## src/shmc_pkg.sv

```systemverilog
package shmc_pkg;

  // register indexes of the configuration port
  typedef enum logic [0:0] {
    CFG_PHASE_TABLE = 1'b0,
    CFG_STEP_PERIOD = 1'b1
  } shmc_cfg_idx_e;

  // input op codes
  typedef enum logic [1:0] {
    OP_TICK = 2'd0,
    OP_MOVE = 2'd1,
    OP_STOP = 2'd2
  } shmc_op_e;

  // classified command kinds between front and back
  typedef enum logic [1:0] {
    KIND_TICK = 2'd0,
    KIND_MOVE = 2'd1,
    KIND_STOP = 2'd2,
    KIND_IGNORE = 2'd3
  } shmc_kind_e;

  // decoded end switch state, minus wins over plus
  typedef enum logic [1:0] {
    SW_NONE  = 2'd0,
    SW_MINUS = 2'd1,
    SW_PLUS  = 2'd2
  } shmc_sw_e;

  typedef enum logic [1:0] {
    ST_NONE   = 2'd0,
    ST_ACCEPT = 2'd1,
    ST_REJECT = 2'd2
  } shmc_status_e;

  typedef enum logic [1:0] {
    REP_MINUS = 2'd1,
    REP_PLUS  = 2'd2,
    REP_CLEAR = 2'd3
  } shmc_rep_e;

  localparam int unsigned CFG_DATA_W = 16;
  localparam logic [2:0]  PHASE_TABLE_RST = 3'd1;
  localparam logic [15:0] STEP_PERIOD_RST = 16'd1000;
  localparam logic [2:0]  IDX_LAST = 3'd7;

  localparam logic [3:0] PHASE_ROM [8][8] = '{
    '{4'h8, 4'hC, 4'h4, 4'h6, 4'h2, 4'h3, 4'h1, 4'h9},
    '{4'h2, 4'h6, 4'h4, 4'hC, 4'h8, 4'h9, 4'h1, 4'h3},
    '{4'h8, 4'h9, 4'h1, 4'h3, 4'h2, 4'h6, 4'h4, 4'hC},
    '{4'h8, 4'hA, 4'h2, 4'h6, 4'h4, 4'h5, 4'h1, 4'h9},
    '{4'h7, 4'h3, 4'hB, 4'h9, 4'hD, 4'hC, 4'hE, 4'h6},
    '{4'hD, 4'h9, 4'hB, 4'h3, 4'h7, 4'h6, 4'hE, 4'hC},
    '{4'h7, 4'h6, 4'hE, 4'hC, 4'hD, 4'h9, 4'hB, 4'h3},
    '{4'h7, 4'h5, 4'hD, 4'h9, 4'hB, 4'hA, 4'hE, 4'h6}
  };

  typedef struct packed {
    logic [1:0]         op;
    logic [3:0]         motor;
    logic signed [15:0] steps;
    logic               switch_plus;
    logic               switch_minus;
  } shmc_in_t;

  typedef struct packed {
    logic [3:0] phase;
    logic [3:0] motor_enable;
    logic [1:0] cmd_status;
    logic       report_valid;
    logic [2:0] report_motor;
    logic [1:0] report_code;
    logic       busy_res;
  } shmc_out_t;

  // one classified beat as queued between front and back
  typedef struct packed {
    shmc_kind_e  kind;
    logic        motor_ok;
    logic [2:0]  motor;
    logic        neg;
    logic        zero;
    logic [15:0] mag;
    shmc_sw_e    sw;
  } shmc_cmd_t;

endpackage

```

## src/shmc_front.sv

```systemverilog
module shmc_front #(
  parameter int unsigned NUM_MOTORS = 4
) (
  input  shmc_pkg::shmc_in_t  in_data_i,
  output shmc_pkg::shmc_cmd_t cmd_o
);
  import shmc_pkg::*;

  logic [15:0] raw;

  assign raw = in_data_i.steps;

  always_comb begin
    cmd_o.kind = KIND_IGNORE;
    unique case (in_data_i.op)
      OP_TICK: cmd_o.kind = KIND_TICK;
      OP_MOVE: cmd_o.kind = KIND_MOVE;
      OP_STOP: cmd_o.kind = KIND_STOP;
      default: cmd_o.kind = KIND_IGNORE;
    endcase

    cmd_o.motor_ok = (in_data_i.motor != 4'd0) && (in_data_i.motor <= 4'(NUM_MOTORS));
    cmd_o.motor    = in_data_i.motor[2:0];
    cmd_o.neg      = raw[15];
    cmd_o.zero     = (raw == 16'd0);
    // magnitude; the most negative count wraps to 0x8000, which is its magnitude
    cmd_o.mag      = raw[15] ? (16'd0 - raw) : raw;

    priority if (in_data_i.switch_minus) cmd_o.sw = SW_MINUS;
    else if (in_data_i.switch_plus)      cmd_o.sw = SW_PLUS;
    else                                 cmd_o.sw = SW_NONE;
  end

endmodule

```

## src/shmc_queue.sv

```systemverilog
module shmc_queue #(
  parameter int unsigned DEPTH = 2
) (
  input  logic                clk_i,
  input  logic                rst_ni,
  input  logic                push_i,
  input  shmc_pkg::shmc_cmd_t push_data_i,
  output logic                full_o,
  input  logic                pop_i,
  output logic                empty_o,
  output shmc_pkg::shmc_cmd_t pop_data_o
);
  import shmc_pkg::*;

  localparam int unsigned PTR_W = (DEPTH > 1) ? $clog2(DEPTH) : 1;
  localparam int unsigned CNT_W = $clog2(DEPTH + 1);
  localparam logic [PTR_W-1:0] PTR_LAST = PTR_W'(DEPTH - 1);

  shmc_cmd_t        mem_q [DEPTH];
  logic [PTR_W-1:0] wr_ptr_q, wr_ptr_d;
  logic [PTR_W-1:0] rd_ptr_q, rd_ptr_d;
  logic [CNT_W-1:0] count_q, count_d;
  logic             do_push, do_pop;

  assign full_o     = (count_q == CNT_W'(DEPTH));
  assign empty_o    = (count_q == '0);
  assign do_push    = push_i && !full_o;
  assign do_pop     = pop_i && !empty_o;
  assign pop_data_o = mem_q[rd_ptr_q];

  always_comb begin
    wr_ptr_d = wr_ptr_q;
    rd_ptr_d = rd_ptr_q;
    count_d  = count_q;
    if (do_push) begin
      wr_ptr_d = (wr_ptr_q == PTR_LAST) ? '0 : wr_ptr_q + 1'b1;
    end
    if (do_pop) begin
      rd_ptr_d = (rd_ptr_q == PTR_LAST) ? '0 : rd_ptr_q + 1'b1;
    end
    if (do_push && !do_pop) begin
      count_d = count_q + 1'b1;
    end else if (do_pop && !do_push) begin
      count_d = count_q - 1'b1;
    end
  end

  always_ff @(posedge clk_i or negedge rst_ni) begin
    if (!rst_ni) begin
      wr_ptr_q <= '0;
      rd_ptr_q <= '0;
      count_q  <= '0;
    end else begin
      wr_ptr_q <= wr_ptr_d;
      rd_ptr_q <= rd_ptr_d;
      count_q  <= count_d;
    end
  end

  // storage cleared so the back never decodes an unknown entry while empty
  always_ff @(posedge clk_i or negedge rst_ni) begin
    if (!rst_ni) begin
      mem_q <= '{default: '0};
    end else if (do_push) begin
      mem_q[wr_ptr_q] <= push_data_i;
    end
  end

endmodule

```

## src/shmc_back.sv

```systemverilog
module shmc_back (
  input  logic                clk_i,
  input  logic                rst_ni,
  input  logic [2:0]          phase_table_i,
  input  logic [15:0]         step_period_i,
  input  logic                cmd_valid_i,
  input  shmc_pkg::shmc_cmd_t cmd_i,
  output logic                cmd_pop_o,
  output logic                out_valid_o,
  input  logic                out_ready_i,
  output shmc_pkg::shmc_out_t out_data_o
);
  import shmc_pkg::*;

  logic [15:0] steps_q, steps_d;
  logic [2:0]  idx_q, idx_d;
  logic        rev_q, rev_d;
  logic [2:0]  active_q, active_d;
  logic [15:0] period_q, period_d;
  logic [3:0]  phase_q, phase_d;
  logic [3:0]  enable_q, enable_d;
  logic        out_valid_q;
  shmc_out_t   out_q, out_d;

  logic         busy, fire, hit, do_halt;
  logic [2:0]   halt_motor;
  logic [15:0]  steps_dec;
  shmc_status_e status;
  logic         rep_valid;
  logic [2:0]   rep_motor;
  logic [1:0]   rep_code;

  assign busy      = (steps_q != 16'd0);
  assign fire      = (period_q >= step_period_i);
  assign steps_dec = steps_q - 16'd1;
  assign cmd_pop_o = cmd_valid_i && (!out_valid_q || out_ready_i);

  always_comb begin
    steps_d    = steps_q;
    idx_d      = idx_q;
    rev_d      = rev_q;
    active_d   = active_q;
    period_d   = period_q;
    phase_d    = phase_q;
    enable_d   = enable_q;
    status     = ST_NONE;
    rep_valid  = 1'b0;
    rep_motor  = 3'd0;
    rep_code   = 2'd0;
    do_halt    = 1'b0;
    halt_motor = active_q;
    hit        = 1'b0;

    unique case (cmd_i.kind)
      KIND_TICK: begin
        if (busy) begin
          if (fire) begin
            period_d = 16'd0;
            phase_d  = PHASE_ROM[phase_table_i][idx_q];
            if (rev_q) begin
              if (idx_q == 3'd0) begin
                idx_d   = IDX_LAST;
                steps_d = steps_dec;
              end else begin
                idx_d = idx_q - 3'd1;
              end
            end else begin
              if (idx_q == IDX_LAST) begin
                idx_d   = 3'd0;
                steps_d = steps_dec;
              end else begin
                idx_d = idx_q + 3'd1;
              end
            end
            hit = (rev_q && cmd_i.sw == SW_MINUS) || (!rev_q && cmd_i.sw == SW_PLUS);
            if (hit || steps_d == 16'd0) begin
              do_halt = 1'b1;
            end
          end else begin
            period_d = period_q + 16'd1;
          end
        end
      end
      KIND_MOVE: begin
        if (!cmd_i.motor_ok || busy) begin
          status = ST_REJECT;
        end else if (cmd_i.zero) begin
          // zero count only reports the switches of that motor
          rep_valid = 1'b1;
          rep_motor = cmd_i.motor;
          rep_code  = (cmd_i.sw == SW_NONE) ? REP_CLEAR : cmd_i.sw;
          phase_d   = 4'd0;
          enable_d  = 4'd0;
          active_d  = 3'd0;
          status    = ST_REJECT;
        end else if ((cmd_i.sw == SW_MINUS && cmd_i.neg) ||
                     (cmd_i.sw == SW_PLUS && !cmd_i.neg)) begin
          do_halt    = 1'b1;
          halt_motor = cmd_i.motor;
          status     = ST_REJECT;
        end else begin
          phase_d  = 4'd0;
          enable_d = 4'd1 << (cmd_i.motor - 3'd1);
          active_d = cmd_i.motor;
          rev_d    = cmd_i.neg;
          steps_d  = cmd_i.mag;
          period_d = 16'd0;
          status   = ST_ACCEPT;
        end
      end
      KIND_STOP: begin
        do_halt = 1'b1;
      end
      KIND_IGNORE: begin
      end
    endcase

    if (do_halt) begin
      if (halt_motor != 3'd0) begin
        rep_valid = 1'b1;
        rep_motor = halt_motor;
        rep_code  = (cmd_i.sw == SW_NONE) ? REP_CLEAR : cmd_i.sw;
      end
      phase_d  = 4'd0;
      enable_d = 4'd0;
      steps_d  = 16'd0;
      idx_d    = 3'd0;
      active_d = 3'd0;
      period_d = 16'd0;
    end

    out_d.phase        = phase_d;
    out_d.motor_enable = enable_d;
    out_d.cmd_status   = status;
    out_d.report_valid = rep_valid;
    out_d.report_motor = rep_motor;
    out_d.report_code  = rep_code;
    out_d.busy_res     = (steps_d != 16'd0);
  end

  always_ff @(posedge clk_i or negedge rst_ni) begin
    if (!rst_ni) begin
      steps_q     <= '0;
      idx_q       <= '0;
      rev_q       <= 1'b0;
      active_q    <= '0;
      period_q    <= '0;
      phase_q     <= '0;
      enable_q    <= '0;
      out_valid_q <= 1'b0;
    end else begin
      if (cmd_pop_o) begin
        steps_q  <= steps_d;
        idx_q    <= idx_d;
        rev_q    <= rev_d;
        active_q <= active_d;
        period_q <= period_d;
        phase_q  <= phase_d;
        enable_q <= enable_d;
      end
      if (cmd_pop_o) begin
        out_valid_q <= 1'b1;
      end else if (out_ready_i) begin
        out_valid_q <= 1'b0;
      end
    end
  end

  always_ff @(posedge clk_i) begin
    if (cmd_pop_o) begin
      out_q <= out_d;
    end
  end

  assign out_valid_o = out_valid_q;
  assign out_data_o  = out_q;

endmodule

```

## src/stepper_half_step_move_controller.sv

```systemverilog
// Half-step move controller for up to NUM_MOTORS stepper motors. Each input beat is a base
// tick, a move command or a forced stop, and each one yields exactly one result beat with the
// winding nibble, the one-hot motor enable, the command status, an optional end switch report
// and the busy flag. Throughput is one beat per clock while the output side is not stalled:
// the front decodes a beat in the cycle it is accepted and writes it into a two-entry queue,
// and the back applies one queued beat per cycle to the move state (period counter,
// microstep index, step count) and registers the result. A result beat passes through the
// queue entry and then the output register; the queue and the output register absorb a
// stall on either side before the other side is held. The user must write the phase table
// and step period registers only while no beat is in flight; the block does not enforce it.
module stepper_half_step_move_controller #(
  parameter int unsigned NUM_MOTORS = 4
) (
  input  logic                clk_i,
  input  logic                rst_ni,
  // configuration writes
  input  logic                cfg_we_i,
  input  logic [0:0]          cfg_index_i,
  input  logic [15:0]         cfg_data_i,
  // input beats
  input  logic                in_valid_i,
  output logic                in_ready_o,
  input  shmc_pkg::shmc_in_t  in_data_i,
  // result beats
  output logic                out_valid_o,
  input  logic                out_ready_i,
  output shmc_pkg::shmc_out_t out_data_o
);
  import shmc_pkg::*;

  localparam int unsigned QUEUE_DEPTH = 2;

  logic [2:0]  phase_table_q;
  logic [15:0] step_period_q;

  shmc_cmd_t front_cmd;
  shmc_cmd_t back_cmd;
  logic      q_full, q_empty, q_pop;

  // configuration registers, taken straight off the write port
  always_ff @(posedge clk_i or negedge rst_ni) begin
    if (!rst_ni) begin
      phase_table_q <= PHASE_TABLE_RST;
      step_period_q <= STEP_PERIOD_RST;
    end else if (cfg_we_i) begin
      unique case (cfg_index_i)
        CFG_PHASE_TABLE: phase_table_q <= cfg_data_i[2:0];
        CFG_STEP_PERIOD: step_period_q <= cfg_data_i;
        default: ;
      endcase
    end
  end

  // front: classify op, decode switches, check motor number, take step magnitude
  shmc_front #(
    .NUM_MOTORS(NUM_MOTORS)
  ) u_front (
    .in_data_i(in_data_i),
    .cmd_o    (front_cmd)
  );

  // input is taken whenever the queue has a free slot
  assign in_ready_o = !q_full;

  shmc_queue #(
    .DEPTH(QUEUE_DEPTH)
  ) u_queue (
    .clk_i      (clk_i),
    .rst_ni     (rst_ni),
    .push_i     (in_valid_i),
    .push_data_i(front_cmd),
    .full_o     (q_full),
    .pop_i      (q_pop),
    .empty_o    (q_empty),
    .pop_data_o (back_cmd)
  );

  // back: move state machine plus output register
  shmc_back u_back (
    .clk_i        (clk_i),
    .rst_ni       (rst_ni),
    .phase_table_i(phase_table_q),
    .step_period_i(step_period_q),
    .cmd_valid_i  (!q_empty),
    .cmd_i        (back_cmd),
    .cmd_pop_o    (q_pop),
    .out_valid_o  (out_valid_o),
    .out_ready_i  (out_ready_i),
    .out_data_o   (out_data_o)
  );

endmodule

```

## config.mk

```make
export PLATFORM = sky130hd
export DESIGN_NAME = stepper_half_step_move_controller
export DESIGN_NICKNAME = d
export VERILOG_FILES = /design/src/shmc_pkg.sv /design/src/shmc_front.sv /design/src/shmc_queue.sv /design/src/shmc_back.sv /design/src/stepper_half_step_move_controller.sv
export SDC_FILE = /design/constraint.sdc
export NUM_CORES = 1
export LEC_CHECK = 0
export BUFFER_PORTS_ARGS = -buffer_cell sky130_fd_sc_hd__buf_2
export CORE_ASPECT_RATIO = 0.8
export CORE_UTILIZATION = 59
export DETAILED_ROUTE_END_ITERATION = 8
export PLACE_DENSITY = 0.79
export SYNTH_ARGS = -nofsm -noshare
export SYNTH_HDL_FRONTEND = slang
export SYNTH_HIERARCHICAL = 1
export SYNTH_SLANG_ARGS = --single-unit
```

## constraint.sdc

```tcl
create_clock -name clk_i -period 5.2 [get_ports clk_i]
set_input_delay 0.52 -clock clk_i [delete_from_list [all_inputs] [get_ports clk_i]]
set_output_delay 0.52 -clock clk_i [all_outputs]
set_load 0.005 [all_outputs]
```

==> metrics.cfg <==
[status]
outcome = completed

[sta]
fin_crit_sh_pct = 79.8
finalSetupTns_ns = 0
max_freq_ghz = 0.241
drv_slew = 0
fin_ws_ns = 1.05
slew_headroom_pct = 13.9
tightest_slew_ns = 1.29
rsz0062_at_grt = false
finalSetupViolCount = 0
skew_ns = 0.00566
period_minus_slack_ns = 4.15
hold_violations = 0

[detailed_routing]
wl_per_cell_um = 20.8
routed_via_density = 6.40
routed_wl_um = 22100
drc_errors = 0
num_vias = 6814
ant_nets = 0
dr.pass1.iters = 6
drt_iter0_markers = 771

[yosys]
synthDistinctLibCells = 88
ys_async_sr_fraction_pct = 87.9
avgSynthCellArea_um2 = 10.2
synth_area_um2 = 8420
synth_top_cell_by_area = dfrtp_1
ys.flop_type = dfrtp_1
synth-seq-cells = 140
synth_edf_count = 17
yosysSeqAreaShare_pct = 42.7
synth_area_leaders = dfrtp_1, mux2_2, edfxtp_1, nand2_1, ha_1
synth_top_area_share_pct = 34.5
syn_inst = 828
yosys_warnings = 6
synthesis.nets = 898

[global_routing]
grt_overflow = 0
grt_max_degree = 69
busiest_layer = met2
grt_pass1_wl_um = 35400
grt_usage_pct = 31.7
antenna_found_initial = 0
grtUsageMet2_pct = 48.3
gr-usage-met3_pct = 7.95
grt_pass1_vias = 6608
gr-usage-met1_pct = 44.8

[placement]
dpl.hpwl_um = 16000
gp_congestion = 0.995
portBuffers = 64
place_area_um2 = 8770
dp_cells = 1032
dp_worst_setup_slack_ns = 1.21

[worst_setup_path]
worst-r2r-cell-count = 10
start_kind = flip-flop
crit_family = compound AO/OA/AOI/OAI gates
reg2reg_from = u_queue/rd_ptr_q$_DFFE_PN0P_
worstSetupPathType = reg -> reg
path_cells = buf_4, mux2_2, nor2b_1, a211oi_1, nand4_1, o32ai_1, a31o_2, nand4_1, nor4_1, a21oi_1
cp.required_ns = 5.35
slowest_stage = a211oi_1
cp_max_fo = 24
end_kind = flip-flop
rrSetupSlack_ns = 1.05
worst_path_largest_cell_delay_ns = 0.86
crit_arrival_ns = 4.29
cpMostUsedCell = nand4_1
path_buf_inv = 1
rr_endpoint = u_back/out_data_o[0]$_DFFE_PP_

[clock_network]
hold_buffers = 0
clk_pin_slew_ns = 0.06
ctsHtreeMaxLevel = 4
cts_resized = 0
cts_buffers = 17
cts_setup_buffers = 0
cts_num_sinks = 140
clk_root_buffer_cell = clkbuf_16
clk_path_buf_depth = 2
clk_latency_ns = 0.42
cts_tree = yes

[cells_and_area]
fillers = 1069
layout.cells.non_filler = 1064
drive_gt1_share_pct = 27.8
nNetsFinal = 941
finalCoreUtilization_pct = 67.9
final_area_um2 = 9330
n_antenna_cell = 0
area_growth_pct = 10.7

[floorplan]
rows = 38
fp.dieH_um = 109
dieArea_um2 = 14800
coreArea_um2 = 13700
io_pins = 65
initial_core_util_pct = 61.3
die_x_um = 136

[flow_run]
maxCapViolations = 0

[power_and_ir_drop]
powerDensity_nw_per_um2 = 620
peakVddDrop_uv = 449
power_leakage_nw = 4.00

[min_path]
hold_class = in -> async

[worst reg2reg max path, cell delays in order (launching register included)]
cell and delay, ns:
dfrtp_1 0.42, buf_4 0.35, mux2_2 0.41, nor2b_1 0.19, a211oi_1 0.86, nand4_1 0.44
o32ai_1 0.34, a31o_2 0.17, nand4_1 0.12, nor4_1 0.43, a21oi_1 0.15
[cells in the final DEF (no fill, tap or decap), types with 11 or more instances in the layout]
cell | netlist | final
dfrtp_1 | 116 | 116
edfxtp_1 | 17 | 17
a21oi_1 | 30 | 30
ha_1 | 24 | 24
nor2_1 | 47 | 47
o21ai_0 | 48 | 48
mux2_2 | 104 | 104
inv_1 | 31 | 31
nand3_1 | 18 | 18
nand2_1 | 83 | 83
nand4_1 | 13 | 13
o31ai_1 | 20 | 20
clkbuf_16 | 0 | 17
and3_1 | 11 | 11
buf_2 | 6 | 63
nor3_1 | 13 | 13
nor4_1 | 16 | 16
xnor2_1 | 20 | 20
[worst max-delay path by stage]
stage	from	end	cells after the start
finish	u_queue/rd_ptr_q$_DFFE_PN0P_	u_back/out_data_o[0]$_DFFE_PP_	10
global route	u_queue/rd_ptr_q$_DFFE_PN0P_	u_back/out_data_o[0]$_DFFE_PP_	10
CTS	u_queue/rd_ptr_q$_DFFE_PN0P_	u_back/out_data_o[0]$_DFFE_PP_	10
detailed placement	u_queue/rd_ptr_q$_DFFE_PN0P_	u_back/out_data_o[0]$_DFFE_PP_	10
global placement	u_queue/rd_ptr_q$_DFFE_PN0P_	u_back/out_data_o[0]$_DFFE_PP_	10
floorplan	u_queue/rd_ptr_q$_DFFE_PN0P_	u_back/out_data_o[0]$_DFFE_PP_	11
[cells in the mapped netlist (8+ instances only)]
master,number
clkbuf_1,24
nand2_1,83
dfrtp_1,116
buf_4,11
o31ai_1,20
o21ai_0,48
nor3_1,13
and3_1,11
a22o_1,8
xor2_1,10
ha_1,24
edfxtp_1,17
nor2_1,47
nor4_1,16
nand3_1,18
o21ai_1,8
xnor2_1,20
inv_1,31
mux2_2,104
nand2b_1,9
a21oi_1,30
nand4_1,13
[routing by layer]
metal / share of wire (%) / vias to the layer above
met5: 0 / -
met2: 44 / 298
met3: 8.0 / 34
met4: 1.6 / 0
li1: - / 3121
met1: 46 / 3361
[sequential cells by signal (all words and copies together), names as in the netlist]
register,count
phase_table_q,3
step_period_q,16
u_back/active_q,3
u_back/enable_q,4
u_back/idx_q,3
u_back/out_data_o,17
u_back/out_valid_o,1
u_back/period_q,16
u_back/phase_q,4
u_back/rev_q,1
u_back/steps_q,16
u_queue/count_q,2
u_queue/mem_q,52
u_queue/rd_ptr_q,1
u_queue/wr_ptr_q,1
[cell families after synthesis]
group | share of synthesized area (%)
AO/OA/AOI/OAI | 14.8
XOR/XNOR | 3.12
adder cells (fa/ha/maj) | 3.57
buffers and inverters | 4.72
flip-flops | 42.7
multiplexers | 15.1
AND/OR/NAND/NOR | 16.0
[final cells by class]
type,instances,area (µm²),share of cell area (%)
Multi-Input combinational cell,605,4430,47.5
Sequential cell,140,3600,38.6
Clock buffer,19,443,4.75
Timing Repair Buffer,73,390,4.19
Tap cell,180,225,2.41
Inverter,34,128,1.37
Clock inverter,13,115,1.23
[per-stage QoR]
stage / total power [mW] / hold WS (ns)
after floorplan: 3.75 / 0.224
after detailed placement: 4.55 / 0.470
final: 5.79 / 0.198
after global placement: 4.46 / 0.460
after CTS: 5.72 / 0.236
after global routing: 6.09 / 0.273
[where the power goes]
part,internal (mW),switching (mW),total [mW]
Sequential,1.50,0.294,1.79
Combinational,1.06,1.79,2.85
Clock,0.671,0.477,1.15
Total,3.23,2.56,5.79
(Power assumes the default switching activity.)
